`config.mk`:
```
export PLATFORM = sky130hd
export DESIGN_NAME = http_request_tokenizer
export DESIGN_NICKNAME = d
export VERILOG_FILES = /design/src/hw/rtl/htok_pkg.sv /design/src/hw/rtl/http_request_tokenizer.sv
export SDC_FILE = /design/constraint.sdc
export NUM_CORES = 1
export LEC_CHECK = 0
export BUFFER_PORTS_ARGS = -buffer_cell sky130_fd_sc_hd__buf_2
export CAP_MARGIN = 30
export CORE_AREA = 2 2 100 102
export DETAILED_ROUTE_END_ITERATION = 6
export DIE_AREA = 0 0 102 104
export GPL_TIMING_DRIVEN = 0
export PLACE_DENSITY = 0.66
export SLEW_MARGIN = 10
export SYNTH_ARGS = -nofsm -noshare
export SYNTH_HDL_FRONTEND = slang
export SYNTH_SLANG_ARGS = --single-unit
```
`constraint.sdc`:
```
create_clock -name i_clk -period 4.2 [get_ports i_clk]
set_input_delay 0.84 -clock i_clk [delete_from_list [all_inputs] [get_ports i_clk]]
set_output_delay 0.84 -clock i_clk [all_outputs]
set_load 0.005 [all_outputs]
```
`src/hw/rtl/htok_pkg.sv`:
```
// Shared types, character codes and helpers for the HTTP request tokenizer.
`default_nettype none

package htok_pkg;

    localparam int unsigned PARAM_LIMIT_DEF  = 8;
    localparam int unsigned HEADER_LIMIT_DEF = 16;

    localparam logic [7:0] CH_SPACE = 8'h20;
    localparam logic [7:0] CH_QUEST = 8'h3F;
    localparam logic [7:0] CH_AMP   = 8'h26;
    localparam logic [7:0] CH_EQUAL = 8'h3D;
    localparam logic [7:0] CH_COLON = 8'h3A;
    localparam logic [7:0] CH_SLASH = 8'h2F;
    localparam logic [7:0] CH_LF    = 8'h0A;
    localparam logic [7:0] CH_CR    = 8'h0D;

    localparam logic [2:0] CLS_NONE   = 3'd0;
    localparam logic [2:0] CLS_PATH   = 3'd1;
    localparam logic [2:0] CLS_PNAME  = 3'd2;
    localparam logic [2:0] CLS_PVALUE = 3'd3;
    localparam logic [2:0] CLS_HNAME  = 3'd4;
    localparam logic [2:0] CLS_HVALUE = 3'd5;

    localparam logic [2:0] ST_RUNNING     = 3'd0;
    localparam logic [2:0] ST_COMPLETE    = 3'd1;
    localparam logic [2:0] ST_BAD_METHOD  = 3'd2;
    localparam logic [2:0] ST_BAD_PATH    = 3'd3;
    localparam logic [2:0] ST_BAD_PARAMS  = 3'd4;
    localparam logic [2:0] ST_BAD_HEADERS = 3'd5;

    typedef enum logic [9:0] {
        PH_METHOD   = 10'b00_0000_0001,
        PH_PATH     = 10'b00_0000_0010,
        PH_PNAME    = 10'b00_0000_0100,
        PH_PVALUE   = 10'b00_0000_1000,
        PH_LINESKIP = 10'b00_0001_0000,
        PH_HNAME    = 10'b00_0010_0000,
        PH_HVALUE   = 10'b00_0100_0000,
        PH_HTAIL    = 10'b00_1000_0000,
        PH_DONE     = 10'b01_0000_0000,
        PH_ERROR    = 10'b10_0000_0000
    } t_phase;

    function automatic logic [7:0] get_char(input logic [1:0] idx);
        logic [7:0] c;
        case (idx)
            2'd0:    c = 8'h47;
            2'd1:    c = 8'h45;
            2'd2:    c = 8'h54;
            default: c = 8'h00;
        endcase
        return c;
    endfunction

    function automatic logic [7:0] sat_inc8(input logic [7:0] v);
        return (v == 8'hFF) ? 8'hFF : v + 8'd1;
    endfunction

endpackage

`default_nettype wire

```
`src/hw/rtl/http_request_tokenizer.sv`:
```
// Top level of the HTTP request tokenizer: byte-serial request line and header parser.
`default_nettype none

// Takes one request byte per clock cycle while o_ready is high and returns one result
// per byte: the byte is decoded against the parse state in a single pass of logic and
// the result lands in the output register in the cycle after the byte is accepted. The
// output register lets a new byte be accepted in the same cycle that the previous result
// is taken, so the sustained rate is one byte per cycle whenever the sink is ready. A
// byte flagged as last ends the request and returns the parser to its reset state.
module http_request_tokenizer
    import htok_pkg::*;
#(
    parameter int unsigned PARAM_LIMIT  = PARAM_LIMIT_DEF,
    parameter int unsigned HEADER_LIMIT = HEADER_LIMIT_DEF
) (
    input  wire logic       i_clk,
    input  wire logic       i_rst_n,
    input  wire logic       i_valid,
    output logic            o_ready,
    input  wire logic [7:0] i_in_byte,
    input  wire logic       i_last_byte,
    output logic            o_valid,
    input  wire logic       i_ready,
    output logic [2:0]      o_field_class,
    output logic [7:0]      o_out_char,
    output logic [3:0]      o_item_number,
    output logic [7:0]      o_char_position,
    output logic [2:0]      o_parse_status,
    output logic            o_request_done
);

    t_phase      r_phase, n_phase;
    logic [1:0]  r_method_cnt, n_method_cnt;
    logic        r_method_ok, n_method_ok;
    logic [7:0]  r_held_char, n_held_char;
    logic        r_held_valid, n_held_valid;
    logic [7:0]  r_path_len, n_path_len;
    logic [4:0]  r_entry, n_entry;
    logic [7:0]  r_pos, n_pos;
    logic        r_skip, n_skip;
    logic [2:0]  r_final, n_final;

    logic        r_out_valid;
    logic [2:0]  r_cls;
    logic [7:0]  r_ch;
    logic [3:0]  r_item;
    logic [7:0]  r_opos;
    logic [2:0]  r_status;
    logic        r_done;

    logic [2:0]  n_cls;
    logic [7:0]  n_ch;
    logic [3:0]  n_item;
    logic [7:0]  n_opos;
    logic [2:0]  n_status;
    logic        n_done;
    logic        completed;
    logic        accept;
    logic [7:0]  b;

    assign o_ready = !r_out_valid || i_ready;
    assign accept  = i_valid && o_ready;
    assign b       = i_in_byte;

    always_comb begin
        n_phase      = r_phase;
        n_method_cnt = r_method_cnt;
        n_method_ok  = r_method_ok;
        n_held_char  = r_held_char;
        n_held_valid = r_held_valid;
        n_path_len   = r_path_len;
        n_entry      = r_entry;
        n_pos        = r_pos;
        n_skip       = r_skip;
        n_final      = r_final;
        n_cls        = CLS_NONE;
        n_ch         = 8'd0;
        n_item       = 4'd0;
        n_opos       = 8'd0;
        n_status     = ST_RUNNING;
        n_done       = 1'b0;
        completed    = 1'b0;

        case (r_phase)
            PH_METHOD: begin
                if (b == CH_SPACE) begin
                    if (r_method_ok) begin
                        n_phase      = PH_PATH;
                        n_pos        = 8'd0;
                        n_path_len   = 8'd0;
                        n_held_valid = 1'b0;
                    end else begin
                        n_phase = PH_ERROR;
                        n_final = ST_BAD_METHOD;
                    end
                end else if (!r_method_ok) begin
                    if (r_method_cnt != 2'd3 && b == get_char(r_method_cnt)) begin
                        n_method_cnt = r_method_cnt + 2'd1;
                        if (r_method_cnt == 2'd2) begin
                            n_method_ok = 1'b1;
                        end
                    end else begin
                        n_phase = PH_ERROR;
                        n_final = ST_BAD_METHOD;
                    end
                end
            end
            PH_PATH: begin
                if (b == CH_QUEST || b == CH_SPACE) begin
                    if (r_held_valid && !(r_held_char == CH_SLASH && r_path_len > 8'd1)) begin
                        n_cls  = CLS_PATH;
                        n_ch   = r_held_char;
                        n_opos = r_pos;
                    end
                    n_held_valid = 1'b0;
                    n_phase      = (b == CH_QUEST) ? PH_PNAME : PH_LINESKIP;
                    n_pos        = 8'd0;
                    n_entry      = 5'd0;
                end else begin
                    if (r_held_valid) begin
                        n_cls  = CLS_PATH;
                        n_ch   = r_held_char;
                        n_opos = r_pos;
                        n_pos  = sat_inc8(r_pos);
                    end
                    n_held_char  = b;
                    n_held_valid = 1'b1;
                    n_path_len   = sat_inc8(r_path_len);
                end
            end
            PH_PNAME: begin
                if (b == CH_EQUAL) begin
                    n_phase = PH_PVALUE;
                    n_pos   = 8'd0;
                end else begin
                    n_cls  = CLS_PNAME;
                    n_ch   = b;
                    n_item = r_entry[3:0];
                    n_opos = r_pos;
                    n_pos  = sat_inc8(r_pos);
                end
            end
            PH_PVALUE: begin
                if (b == CH_AMP) begin
                    n_entry = r_entry + 5'd1;
                    n_pos   = 8'd0;
                    n_phase = (n_entry >= 5'(PARAM_LIMIT)) ? PH_LINESKIP : PH_PNAME;
                end else if (b == CH_SPACE) begin
                    n_phase = PH_LINESKIP;
                end else begin
                    n_cls  = CLS_PVALUE;
                    n_ch   = b;
                    n_item = r_entry[3:0];
                    n_opos = r_pos;
                    n_pos  = sat_inc8(r_pos);
                end
            end
            PH_LINESKIP: begin
                if (b == CH_LF) begin
                    n_phase = PH_HNAME;
                    n_entry = 5'd0;
                    n_pos   = 8'd0;
                end
            end
            PH_HNAME: begin
                if (r_pos == 8'd0 && b == CH_LF) begin
                    completed = 1'b1;
                end else if (r_pos == 8'd0 && b == CH_CR) begin
                    n_phase = PH_HTAIL;
                end else if (b == CH_COLON) begin
                    n_phase = PH_HVALUE;
                    n_pos   = 8'd0;
                    n_skip  = 1'b1;
                end else begin
                    n_cls  = CLS_HNAME;
                    n_ch   = b;
                    n_item = r_entry[3:0];
                    n_opos = r_pos;
                    n_pos  = sat_inc8(r_pos);
                end
            end
            PH_HVALUE: begin
                if (b == CH_LF) begin
                    n_entry = r_entry + 5'd1;
                    n_pos   = 8'd0;
                    n_skip  = 1'b0;
                    n_phase = (n_entry >= 5'(HEADER_LIMIT)) ? PH_HTAIL : PH_HNAME;
                end else if (r_skip) begin
                    n_skip = 1'b0;
                end else begin
                    n_cls  = CLS_HVALUE;
                    n_ch   = b;
                    n_item = r_entry[3:0];
                    n_opos = r_pos;
                    n_pos  = sat_inc8(r_pos);
                end
            end
            PH_HTAIL: begin
                if (b == CH_LF) begin
                    completed = 1'b1;
                end
            end
            default: begin
            end
        endcase

        if (completed) begin
            n_phase  = PH_DONE;
            n_final  = ST_COMPLETE;
            n_status = ST_COMPLETE;
            n_done   = 1'b1;
        end else if (i_last_byte) begin
            case (n_phase)
                PH_METHOD: begin
                    n_status = ST_BAD_METHOD;
                    n_done   = 1'b1;
                end
                PH_PATH: begin
                    n_status = ST_BAD_PATH;
                    n_done   = 1'b1;
                end
                PH_PNAME, PH_PVALUE, PH_LINESKIP: begin
                    n_status = ST_BAD_PARAMS;
                    n_done   = 1'b1;
                end
                PH_HNAME, PH_HVALUE, PH_HTAIL: begin
                    n_status = ST_BAD_HEADERS;
                    n_done   = 1'b1;
                end
                PH_ERROR: begin
                    n_status = n_final;
                    n_done   = 1'b1;
                end
                default: begin
                end
            endcase
        end
    end

    always_ff @(posedge i_clk) begin
        if (!i_rst_n || (accept && i_last_byte)) begin
            r_phase      <= PH_METHOD;
            r_method_cnt <= 2'd0;
            r_method_ok  <= 1'b0;
            r_held_char  <= 8'd0;
            r_held_valid <= 1'b0;
            r_path_len   <= 8'd0;
            r_entry      <= 5'd0;
            r_pos        <= 8'd0;
            r_skip       <= 1'b0;
            r_final      <= ST_RUNNING;
        end else if (accept) begin
            r_phase      <= n_phase;
            r_method_cnt <= n_method_cnt;
            r_method_ok  <= n_method_ok;
            r_held_char  <= n_held_char;
            r_held_valid <= n_held_valid;
            r_path_len   <= n_path_len;
            r_entry      <= n_entry;
            r_pos        <= n_pos;
            r_skip       <= n_skip;
            r_final      <= n_final;
        end
    end

    always_ff @(posedge i_clk) begin
        if (!i_rst_n) begin
            r_out_valid <= 1'b0;
        end else if (o_ready) begin
            r_out_valid <= i_valid;
        end
    end

    always_ff @(posedge i_clk) begin
        if (accept) begin
            r_cls    <= n_cls;
            r_ch     <= n_ch;
            r_item   <= n_item;
            r_opos   <= n_opos;
            r_status <= n_status;
            r_done   <= n_done;
        end
    end

    assign o_valid         = r_out_valid;
    assign o_field_class   = r_cls;
    assign o_out_char      = r_ch;
    assign o_item_number   = r_item;
    assign o_char_position = r_opos;
    assign o_parse_status  = r_status;
    assign o_request_done  = r_done;

    a_status_needs_done : assert property (@(posedge i_clk) disable iff (!i_rst_n)
        r_out_valid && r_status != ST_RUNNING |-> r_done)
        else $error("nonzero status without request_done");

    a_none_is_blank : assert property (@(posedge i_clk) disable iff (!i_rst_n)
        r_out_valid && r_cls == CLS_NONE |-> r_ch == 8'd0 && r_opos == 8'd0)
        else $error("untagged result carries a byte or position");

    a_path_item_zero : assert property (@(posedge i_clk) disable iff (!i_rst_n)
        r_out_valid && (r_cls == CLS_PATH || r_cls == CLS_NONE) |-> r_item == 4'd0)
        else $error("path or untagged result carries an item number");

    a_last_resets : assert property (@(posedge i_clk) disable iff (!i_rst_n)
        accept && i_last_byte |=> r_phase == PH_METHOD && r_method_cnt == 2'd0
                                  && !r_held_valid && r_entry == 5'd0)
        else $error("parser not back at reset after last byte");

    a_done_phase : assert property (@(posedge i_clk) disable iff (!i_rst_n)
        accept && !i_last_byte && n_status == ST_COMPLETE |=> r_phase == PH_DONE)
        else $error("completion without entering done phase");

endmodule

`default_nettype wire

```
Word-level counts from Yosys, hierarchy flattened
Index checks and enable logic that the tools add are counted.

storage, ports and cells
  register bits = 75
  input port bits = 13
  output and inout port bits = 29
  word-level logic and storage cells = 218

cells by class
  add/subtract/negate cells = 4
  magnitude comparators = 3
  equal/unequal tests = 44
  muxes and demuxes = 114
  bitwise operators = 4
  reductions and logical operators = 31

operators with widths
  operator                                                                 number
  8-bit two-way mux                                                        42
  10-bit two-way mux                                                       14
  8-bit case mux with 5 select lines                                       2
  10-bit case mux with 7 select lines                                      1
  8-bit case mux with 7 select lines                                       1
  8-bit by 6-bit equality test with 1-bit output (second input constant)   6
  3-bit two-way mux                                                        12
  4-bit two-way mux                                                        8
  5-bit two-way mux                                                        6
  3-bit case mux with 5 select lines                                       2
  2-bit inequality test (second input constant)                            11
  7-bit case mux with 3 select lines                                       1
  10-bit by 1-bit equality test with 1-bit output (second input constant)  2
  10-bit by 2-bit equality test with 1-bit output (second input constant)  2
  10-bit by 3-bit equality test with 1-bit output (second input constant)  2
  10-bit by 4-bit equality test with 1-bit output (second input constant)  2
  10-bit by 5-bit equality test with 1-bit output (second input constant)  2
  10-bit by 6-bit equality test with 1-bit output (second input constant)  2
  10-bit by 7-bit equality test with 1-bit output (second input constant)  2
  10-bit by 8-bit equality test with 1-bit output (second input constant)  2
  5-bit case mux with 4 select lines                                       1
  8-bit by 1-bit adder with 8-bit output (second input constant)           2
  8-bit by 4-bit equality test with 1-bit output (second input constant)   2
  8-bit equality test (second input constant)                              2
  other kinds (32)                                                         71

Logic depth before layout (Yosys ltp)
Gate-level depths: netlist (run 1).

  depth after elaboration = 15
  mapped depth = 12
  depth with buffers taken out = 12

Worst setup path after synthesis (run 1)
No wires, ideal clock.

  kind = input to register
  start point = input port i_in_byte[0]
  end point = register r_done, in the netlist o_request_done (data pin)
  library setup time = 0.262 ns
  data arrival time = 3.070 ns
  required time = 3.938 ns
  slack = 0.868 ns
  stages on the path = 11
  buffers on the path = 1
  cells stage by stage = buf_6 > or4b_4 > nor2_8 > o22ai_4 > a21oi_4 > a41oi_1 > nand2b_1 > a21oi_1 > a211oi_2 > o41ai_1 > nand2_1

between the ends
  cells in the longest elaborated chain, start to end = 10
  elaborated cells on any way between the ends = 41
  those cells by class = eq/ne: 17; mux: 19; reduce/logical: 5

ends and longest elaborated chain
  item                                                line                           text
  from (decl)                                         http_request_tokenizer.sv:20   input wire logic [7:0] i_in_byte,
  8-bit equality test                                 http_request_tokenizer.sv:97   if (r_method_cnt != 2'd3 && b == get_char(r_method_cnt)) begin
  1-bit logical AND                                   http_request_tokenizer.sv:97
  10-bit two-way mux                                  http_request_tokenizer.sv:97
  10-bit two-way mux                                  http_request_tokenizer.sv:96   end else if (!r_method_ok) begin
  10-bit two-way mux                                  http_request_tokenizer.sv:86   if (b == CH_SPACE) begin
  10-bit case mux with 7 select lines                 http_request_tokenizer.sv:84   case (r_phase)
  10-bit equality test, or another cell as far along  http_request_tokenizer.sv:213  case (n_phase)
  9-bit OR reduction (no source line)                 -
  1-bit two-way mux                                   http_request_tokenizer.sv:213
  1-bit two-way mux                                   http_request_tokenizer.sv:212  end else if (i_last_byte) begin
  to (signal assigned)                                http_request_tokenizer.sv:281  r_done <= n_done;
  to (decl)                                           http_request_tokenizer.sv:49   logic r_done;

Parallel ways exist; a longest one is shown, timed or not.
A chain may end at the register's enable or synchronous reset.

Worst setup path after layout (run 1)
  start point = input port i_in_byte[6]
  end point = register r_done, in the netlist o_request_done (data pin)

The elaborated chain is that of the path after synthesis.

==> results of run 1 <==
[final timing paths]
kind | start | endpoint | slack [ns]
setup / recovery | i_in_byte[6] | o_request_done$_SDFFCE_PP1P_ | 0.64
hold / removal | r_held_char[4]$_SDFFE_PP0P_ | r_held_char[4]$_SDFFE_PP0P_ | 0.48
setup reg to reg | r_phase[2]$_SDFFE_PP0P_ | o_parse_status[2]$_SDFFCE_PP0P_ | 0.71
hold reg to reg | r_held_char[4]$_SDFFE_PP0P_ | r_held_char[4]$_SDFFE_PP0P_ | 0.48
[cell usage after synthesis, types with 6 or more instances]
library cell               count
sky130_fd_sc_hd__ha_1         11
sky130_fd_sc_hd__nor2_1       62
sky130_fd_sc_hd__a41oi_1       7
sky130_fd_sc_hd__edfxtp_1     27
sky130_fd_sc_hd__nor4_1        8
sky130_fd_sc_hd__inv_1        18
sky130_fd_sc_hd__a22o_1        8
sky130_fd_sc_hd__o21ai_0      15
sky130_fd_sc_hd__and3_1       13
sky130_fd_sc_hd__nor2b_1      10
sky130_fd_sc_hd__nor3_1       15
sky130_fd_sc_hd__dfxtp_1      48
sky130_fd_sc_hd__a211oi_1     12
sky130_fd_sc_hd__and2_1        7
sky130_fd_sc_hd__nand2_1      62
sky130_fd_sc_hd__nand2b_1      6
sky130_fd_sc_hd__clkbuf_1     14
sky130_fd_sc_hd__nand3_1      20
sky130_fd_sc_hd__a31oi_1       8
sky130_fd_sc_hd__nand4_1       9
sky130_fd_sc_hd__a21oi_1      47
[power by group]
part / internal (uW) / switching [uW]
clock network: 347 / 305
logic: 61.5 / 110
registers: 769 / 8.26
[area by class of cell]
cell class | instances | area (um^2)
clock buffer | 9 | 124
multi-input combinational | 409 | 2580
timing repair buffer | 41 | 228
tap | 133 | 166
clock inverter | 7 | 106
fill | 958 | 4400
sequential | 75 | 1770
buffer | 23 | 105
inverter | 18 | 67.6
[critical path, delay by kind of cell]
kind	cells	cell delay (ns)
buf+inv	1	0.14
compound gates	5	1.40
simple gates	5	1.29
[logic make-up after synthesis]
family	Yosys count
and+or+nand+nor	255
AOI/OAI and AO/OA	135
DFF	75
buffers and inverters	41
adders and majority gates	11
xor gates and xnor gates	6
muxes	2
[layer usage]
metal | wire (um) | GRT usage, % | vias to the layer above
met5 | 0 | 0 | -
met4 | 420 | 11.9 | 0
met3 | 615 | 4.44 | 40
met2 | 5860 | 37.4 | 141
met1 | 5290 | 31.3 | 2067
li1 | - | - | 2065
[cell usage in the layout (no fill, tap or decap), drive strengths merged, types with 18 or more instances in the layout]
| master | count |
|---|---|
| dfxtp | 48 |
| nand3 | 21 |
| nand2 | 63 |
| nor2 | 64 |
| a21oi | 49 |
| buf | 50 |
| clkbuf | 23 |
| edfxtp | 27 |
| o21ai | 18 |
| nor3 | 18 |
| inv | 23 |
[registers in the layout, summed over array words and instances (netlist names)]
| register | cells |
|---|---|
| o_field_class | 3 |
| o_valid | 1 |
| r_method_cnt | 2 |
| r_pos | 8 |
| r_entry | 5 |
| o_item_number | 4 |
| r_phase | 10 |
| r_skip | 1 |
| o_parse_status | 3 |
| r_final | 3 |
| r_held_valid | 1 |
| r_path_len | 8 |
| o_request_done | 1 |
| r_held_char | 8 |
| r_method_ok | 1 |
| o_char_position | 8 |
| o_out_char | 8 |
[stage by stage]
stage	hold WS (ns)	area [um^2]	utilization [%]	std cells	setup WS [ns]
after floorplan	0.440	4520	-	525	0.868
after global placement	0.453	4880	51.2	697	0.382
after detailed placement	0.468	4920	51.5	699	0.334
after CTS	0.481	5150	53.9	715	0.709
after global routing	0.510	5150	53.9	715	0.443
final	0.483	5150	53.9	715	0.642
==> results, run 1 <==
- 42 I/O pins were placed.
- The CTS tree is built.
- The total design power is 1600 uW.
- The number of nets in the layout is 601.
- The final weighted congestion in routability-driven placement is 0.916.
- The worst-case clock buffer depth is 2.
- The hold violation count in the final report was 0.
- The number of global-route vias before repair is 4,155.
- The die boundary height is approximately 100 um.
- The cell type of the slowest stage on the worst timing path is sky130_fd_sc_hd__nor2_1.
- Ranked by total cell area, the synthesized netlist is headed by sky130_fd_sc_hd__dfxtp_1, sky130_fd_sc_hd__edfxtp_1, sky130_fd_sc_hd__a21oi_1.
- For this run, the register share of the synthesized area comes to between 30 and 40%.
- The total of max-cap violations is 0.
- The flow ran to the end, and the final reports show no timing, DRC or antenna violations.
- Power spread over the standard cell area amounts to 311 mW/mm^2.
- The cell occurring most often along the worst timing path is sky130_fd_sc_hd__nor2_1.
- The register clock-pin slew on the reported worst setup and hold paths is roughly 0.090 ns.
- Across every metal layer, demand over resource in global routing totals 23.9%.
- In this run, the number of DRC markers left after iteration 0 of detailed routing was 437.
- The simple logic cell fraction of the synthesized area is 31.4%.
- The root cell of the clock tree is sky130_fd_sc_hd__clkbuf_8.
- The xor/xnor share of the synthesized area is under 10%.
- The path class of the tightest hold or removal check is reg2reg.
- By area, the combinational part of the netlist is dominated by simple AND/OR/NAND/NOR gates.
- Traced cell by cell, the critical path runs through buf_2 -> nand4bb_1 -> nor2_1 -> nor2_1 -> o21ai_1 -> a41oi_1 -> nand2b_1 -> a21oi_1 -> a211oi_2 -> o41ai_1 -> nand2_1.
- The effective utilization at floorplan is 47.4%.
- The H-tree depth is 3.
- The number of antenna violations at the first check in global routing was 0.
- In this run the tightest slew margin relative to its limit is 37.2%.
- The synthesized netlist devotes 21.0% of its cell area to compound gates.
- Buffers placed on the I/O ports in this run total 39.
- The reported leakage power is 0.00192 uW.
- The synthesized netlist occupies a cell area of 0.00452 mm^2.
- The number of clock buffers added by TritonCTS is 9.
- After detailed routing, the average wire length per cell comes to 17.0 um.
- The maximum fanout count along the critical path is 8.
- The mean cell area of the mapped netlist is around 8.6 um^2.
- The clock net sink count is 75.
- The number of antenna diodes in the final layout is 0.
- The post-route fraction of the period consumed by the critical path is 84.7%.
- The critical path is of the in2reg type.
- The wire-length estimate of the detail-placed layout is 8930 um.
- The die extent in x is approximately 100 um.
- The final number of setup-violating endpoints is 0.
- Entering global routing, the biggest net connects 26 pins.
- The post-detailed-route via-to-cell ratio is 6.03.
- The post-synthesis register bit count is between 70 and 80.
- The post-synthesis to final-layout area growth is 13.8%.
- Data arrives at the worst endpoint at 3.67 ns.
- The number of enable-type register cells in the synthesized netlist is 27.
- The worst-case IR drop observed on VDD is ~0.20 mV.
- The remaining global-route overflow is 0.
- The number of antenna-violating nets in the routed design is 0.
- The capturing element type of the critical path is a flip-flop.
- The number of nets in the synthesized netlist is 549.
- After clock tree synthesis, the flow added hold-fix buffers numbering 0.
- The wire length after detailed routing is 12,200 um.
- The share of the synthesized area in the top cell type is 21.2%.
- The first detailed-routing pass took 5 iterations.
- Counting flops with an async set or reset pin after synthesis yields a share of 0%.
- The die covers 0.0106 mm^2.
- The worst path in the final design needs a cycle of 3.56 ns, including I/O delays and setup.
- Counting instances, the worst hold path has a depth of 2.
- In the final layout, the share of cells above drive strength 1 is 15.8%.
- The portion of synthesized area spent on multiplexers is 0.443%.
- In this run, post-CTS repair resized a total of 0 instances.
- Clock latency on the worst-skew pair, taken at its later pin, is 0.36 ns.
- The data required time of the worst path is ~4.3 ns.
- Counting every instance in the synthesized netlist gives 525.
- Buffers added to address setup during post-CTS repair amount to 0.
- The core region is 0.00955 mm^2.
- STA classifies the critical path startpoint as an input port.
- The number of cells on the worst reg-to-reg path is 11.
- The final setup skew is 0.00898 ns.
- The unique cell type count in the Yosys netlist is 70.
- The final number of max-transition violations is 0.
- In the routed design, unresolved DRC markers number 0.
- The adder and majority gate portion of the synthesized area is ~3%.
- The final setup TNS is 0 ns.
- Timing would allow up to 0.281 GHz.
- The detailed router placed 4,313 vias in this run.
- The initialized floorplan defines 36 standard-cell rows.
- The wire length of the first global-routing pass is 20,300 um.
- For this run, the number of Yosys warnings is 0.
- The transition time at the pin with the least slew margin is 0.933 ns.
- For this run, the slowest stage of the critical path takes 0.51 ns.
- The most used flip-flop cell after synthesis is sky130_fd_sc_hd__dfxtp_1.
- The synthesized design spends more area on one cell type than any other, namely sky130_fd_sc_hd__dfxtp_1.
- Setup repair after global routing left no endpoint under its margin.
No activity file was read; power rests on OpenSTA's default activity.
==> run 2: changes to the inputs <==
clock period = 3.3 ns   (was 4.2 ns; I/O delays follow)
==> run 2 against run 1 <==
Compared with the run above:
- sequential cell count did not move
- final cell count rose by 0.70%
- die area did not move
- via count fell by 0.32%
- count of clock-buffer cells in the layout did not move
- wire length rose by 0.93%
==> results, run 2 (synthesis gave the netlist of run 1 again) <==
- Status: finished, final reports clean (unchanged).
- The total placed instance area is 0.00492 mm^2 (unchanged).
- The die boundary height was 104 um (unchanged).
- The worst setup slack after layout is 0.115 ns (was 0.642 ns).
- The minimum clock period after layout is 3.19 ns.
- The flip-flop count of the largest register, all copies and words added came to 10 (unchanged).
- The detailed-placement wirelength estimate came to 8930 um (unchanged).
- The final number of max-transition violations is 0 (unchanged).
- Commonest cells after routing, fill and taps aside: sky130_fd_sc_hd__nand2_1, sky130_fd_sc_hd__nor2_1, sky130_fd_sc_hd__a21oi_1 (was sky130_fd_sc_hd__nand2_1, sky130_fd_sc_hd__nor2_1, sky130_fd_sc_hd__dfxtp_1).
- The worst voltage drop across the vdd grid is 0.252 mV (was 0.197 mV).
- The fraction of layout cells with a size suffix above 1 is 19.6% (was 15.8%).
- The number of nets in the layout is 606 (was 601).
- The placeable core area was 0.00955 mm^2 (unchanged).
- The final setup TNS is 0 ns (unchanged).
- The non-filler instance count after layout is 720 (was 715).
- Derived from the worst setup path, the maximum achievable clock frequency is 0.314 GHz.
- The data required time of the worst path came to 3.39 ns (was 4.31 ns).
- The overall global routing resource usage is 23.9% (about the same).
- The number of antenna violations at the first check in global routing is 0 (unchanged).
- The total of max-cap violations is 0 (unchanged).
- The insertion delay to the later sink of the worst-skew pair is 0.36 ns (about the same).
- The classification of the worst-slack hold path is reg2reg (unchanged).
- The wire length per cell came to 17.1 um (was 17.0 um).
- The H-tree depth is 3 (unchanged).
- The reported leakage power came to 0.00198 uW (was 0.00192 uW).
- The transition time at the pin with the least slew margin came to 0.932 ns (was 0.933 ns).
- The post-synthesis to final-layout area growth is 16.9% (was 13.8%).
- The relative slew slack came to 37.3% (was 37.2%).
- The number of global-route vias before repair is 4,179 (was 4,155).
- The register clock-pin slew on the reported worst setup and hold paths is 0.09 ns (about the same).
- The floorplan row count was 36 (unchanged).
- The wire length after detailed routing is 12,300 um (was 12,200 um).
- Leaving out fill and tap cells, the most frequent cell in the layout is sky130_fd_sc_hd__nand2_1.
- The effective utilization at floorplan is 47.4% (unchanged).
- The final setup skew is 0.00763 ns (was 0.00898 ns).
- The via count is 4,299 (was 4,313).
- The count of boundary I/O pins came to 42 (unchanged).
- The root cell of the clock tree is sky130_fd_sc_hd__clkbuf_8 (unchanged).
- The number of buffers inserted during clock tree synthesis is 9 (unchanged).
- The clock net sink count is 75 (unchanged).
- The capturing element type of the critical path is a flip-flop (unchanged).
- The number of buffer cells added on primary ports came to 39 (unchanged).
- The area enclosed by the die boundary is 0.0106 mm^2 (unchanged).
- The diode insertion count for antenna repair is 0 (unchanged).
- The die extent in x is 102 um (unchanged).
- The final design area excluding fillers is 0.00529 mm^2 (was 0.00515 mm^2).
- The final weighted congestion in routability-driven placement is 0.916 (unchanged).
- The arrival time reported for the critical path endpoint is 3.27 ns (was 3.67 ns).
- The pre-CTS worst setup slack came to -0.386 ns (was 0.334 ns).
- The power density over cell area is 388 mW/mm^2 (was 311 mW/mm^2).
- The length of the first detailed-routing pass in iterations is 5 (unchanged).
- The wire length of the first global-routing pass is 20,300 um (about the same).
- The final number of setup-violating endpoints was 0 (unchanged).
- The maximum fanout count along the critical path is 10 (was 8).
- The worst-case clock buffer depth is 2 (unchanged).
- The hold violation count in the final report is 0 (unchanged).
- The number of DRC markers in iteration 0 is 487 (was 437).
- The register ranked first by flip-flop count is r_phase (unchanged).
- The final routed DRC violation total is 0 (unchanged).
- The kind of start point of the critical path is a flip-flop (was input port).
- The number of antenna-violating nets in the routed design is 0 (unchanged).
- The remaining global-route overflow is 0 (unchanged).
- The CTS tree is built (unchanged).
- The number of placed cells counting well taps came to 699 (unchanged).
- The pin count of the biggest net entering global routing came to 26 (unchanged).
- The post-route fraction of the period consumed by the critical path is ~97%.
- The final standard cell utilization of the core is 55.4% (was 53.9%).
- The post-detailed-route via-to-cell ratio is 5.97 (was 6.03).
- The critical setup path kind is reg2reg (was in2reg).
[run 2: cell count changes in the layout (fill, tap and decap cells not counted), sizes merged]
cell / change
buf: +5
[run 2: worst paths after layout]
check	start	end	slack [ns]	cells after the start
setup reg to reg	r_phase[4]$_SDFFE_PP0P_	o_parse_status[2]$_SDFFCE_PP0P_	0.11	12
hold reg to reg	r_held_char[4]$_SDFFE_PP0P_	r_held_char[4]$_SDFFE_PP0P_	0.48	2
hold / removal	r_held_char[4]$_SDFFE_PP0P_	r_held_char[4]$_SDFFE_PP0P_	0.48	2
setup / recovery	r_phase[4]$_SDFFE_PP0P_	o_parse_status[2]$_SDFFCE_PP0P_	0.11	12
[run 2: stage by stage]
stage	total power (uW)	hold slack (ns)
2_1_floorplan	1150	0.440
3_3_place_gp	1220	0.453
3_5_place_dp	1230	0.468
4_1_cts	2060	0.481
5_1_grt	2130	0.510
6_report	2050	0.485
[run 2: area by class of cell]
class | count | area [um^2]
Clock buffer | 9 | 124
Buffer | 21 | 98.8
Sequential cell | 75 | 1770
Inverter | 18 | 67.6
Clock inverter | 7 | 106
Multi-Input combinational cell | 409 | 2670
Timing Repair Buffer | 48 | 280
Tap cell | 133 | 166
Fill cell | 930 | 4260
[run 2: metal layers]
layer  track usage, %  vias up  wire [um]
met3             4.44       32        639
li1                 -     2068          -
met2             37.7      140       5950
met1             31.3     2059       5350
met4             11.7        0        349
met5                0        -          0
[run 2: what timing repair did]
item                                    4_1_cts  5_1_grt
resized for setup                             4       17
hold buffers                                  0        0
pin swaps                                     1        6
buffers inserted                              0        7
endpoints found under the setup margin        3       13
[run 2: where the power goes]
part	switching, uW	total, uW	internal (uW)
registers	11.8	991	979
clock network	391	832	442
logic	143	227	83.4
[run 2: worst max-delay path, stage by stage, from the launching register on]
cell	delay, ns
sky130_fd_sc_hd__dfxtp_1	0.47
sky130_fd_sc_hd__buf_2	0.28
sky130_fd_sc_hd__nor4b_1	0.41
sky130_fd_sc_hd__nor2_1	0.13
sky130_fd_sc_hd__nor3_2	0.24
sky130_fd_sc_hd__a21oi_4	0.06
sky130_fd_sc_hd__buf_4	0.18
sky130_fd_sc_hd__a31oi_1	0.32
sky130_fd_sc_hd__nor4_4	0.09
sky130_fd_sc_hd__and4_1	0.20
sky130_fd_sc_hd__and2b_1	0.18
sky130_fd_sc_hd__a211oi_1	0.31
sky130_fd_sc_hd__nor3_2	0.06
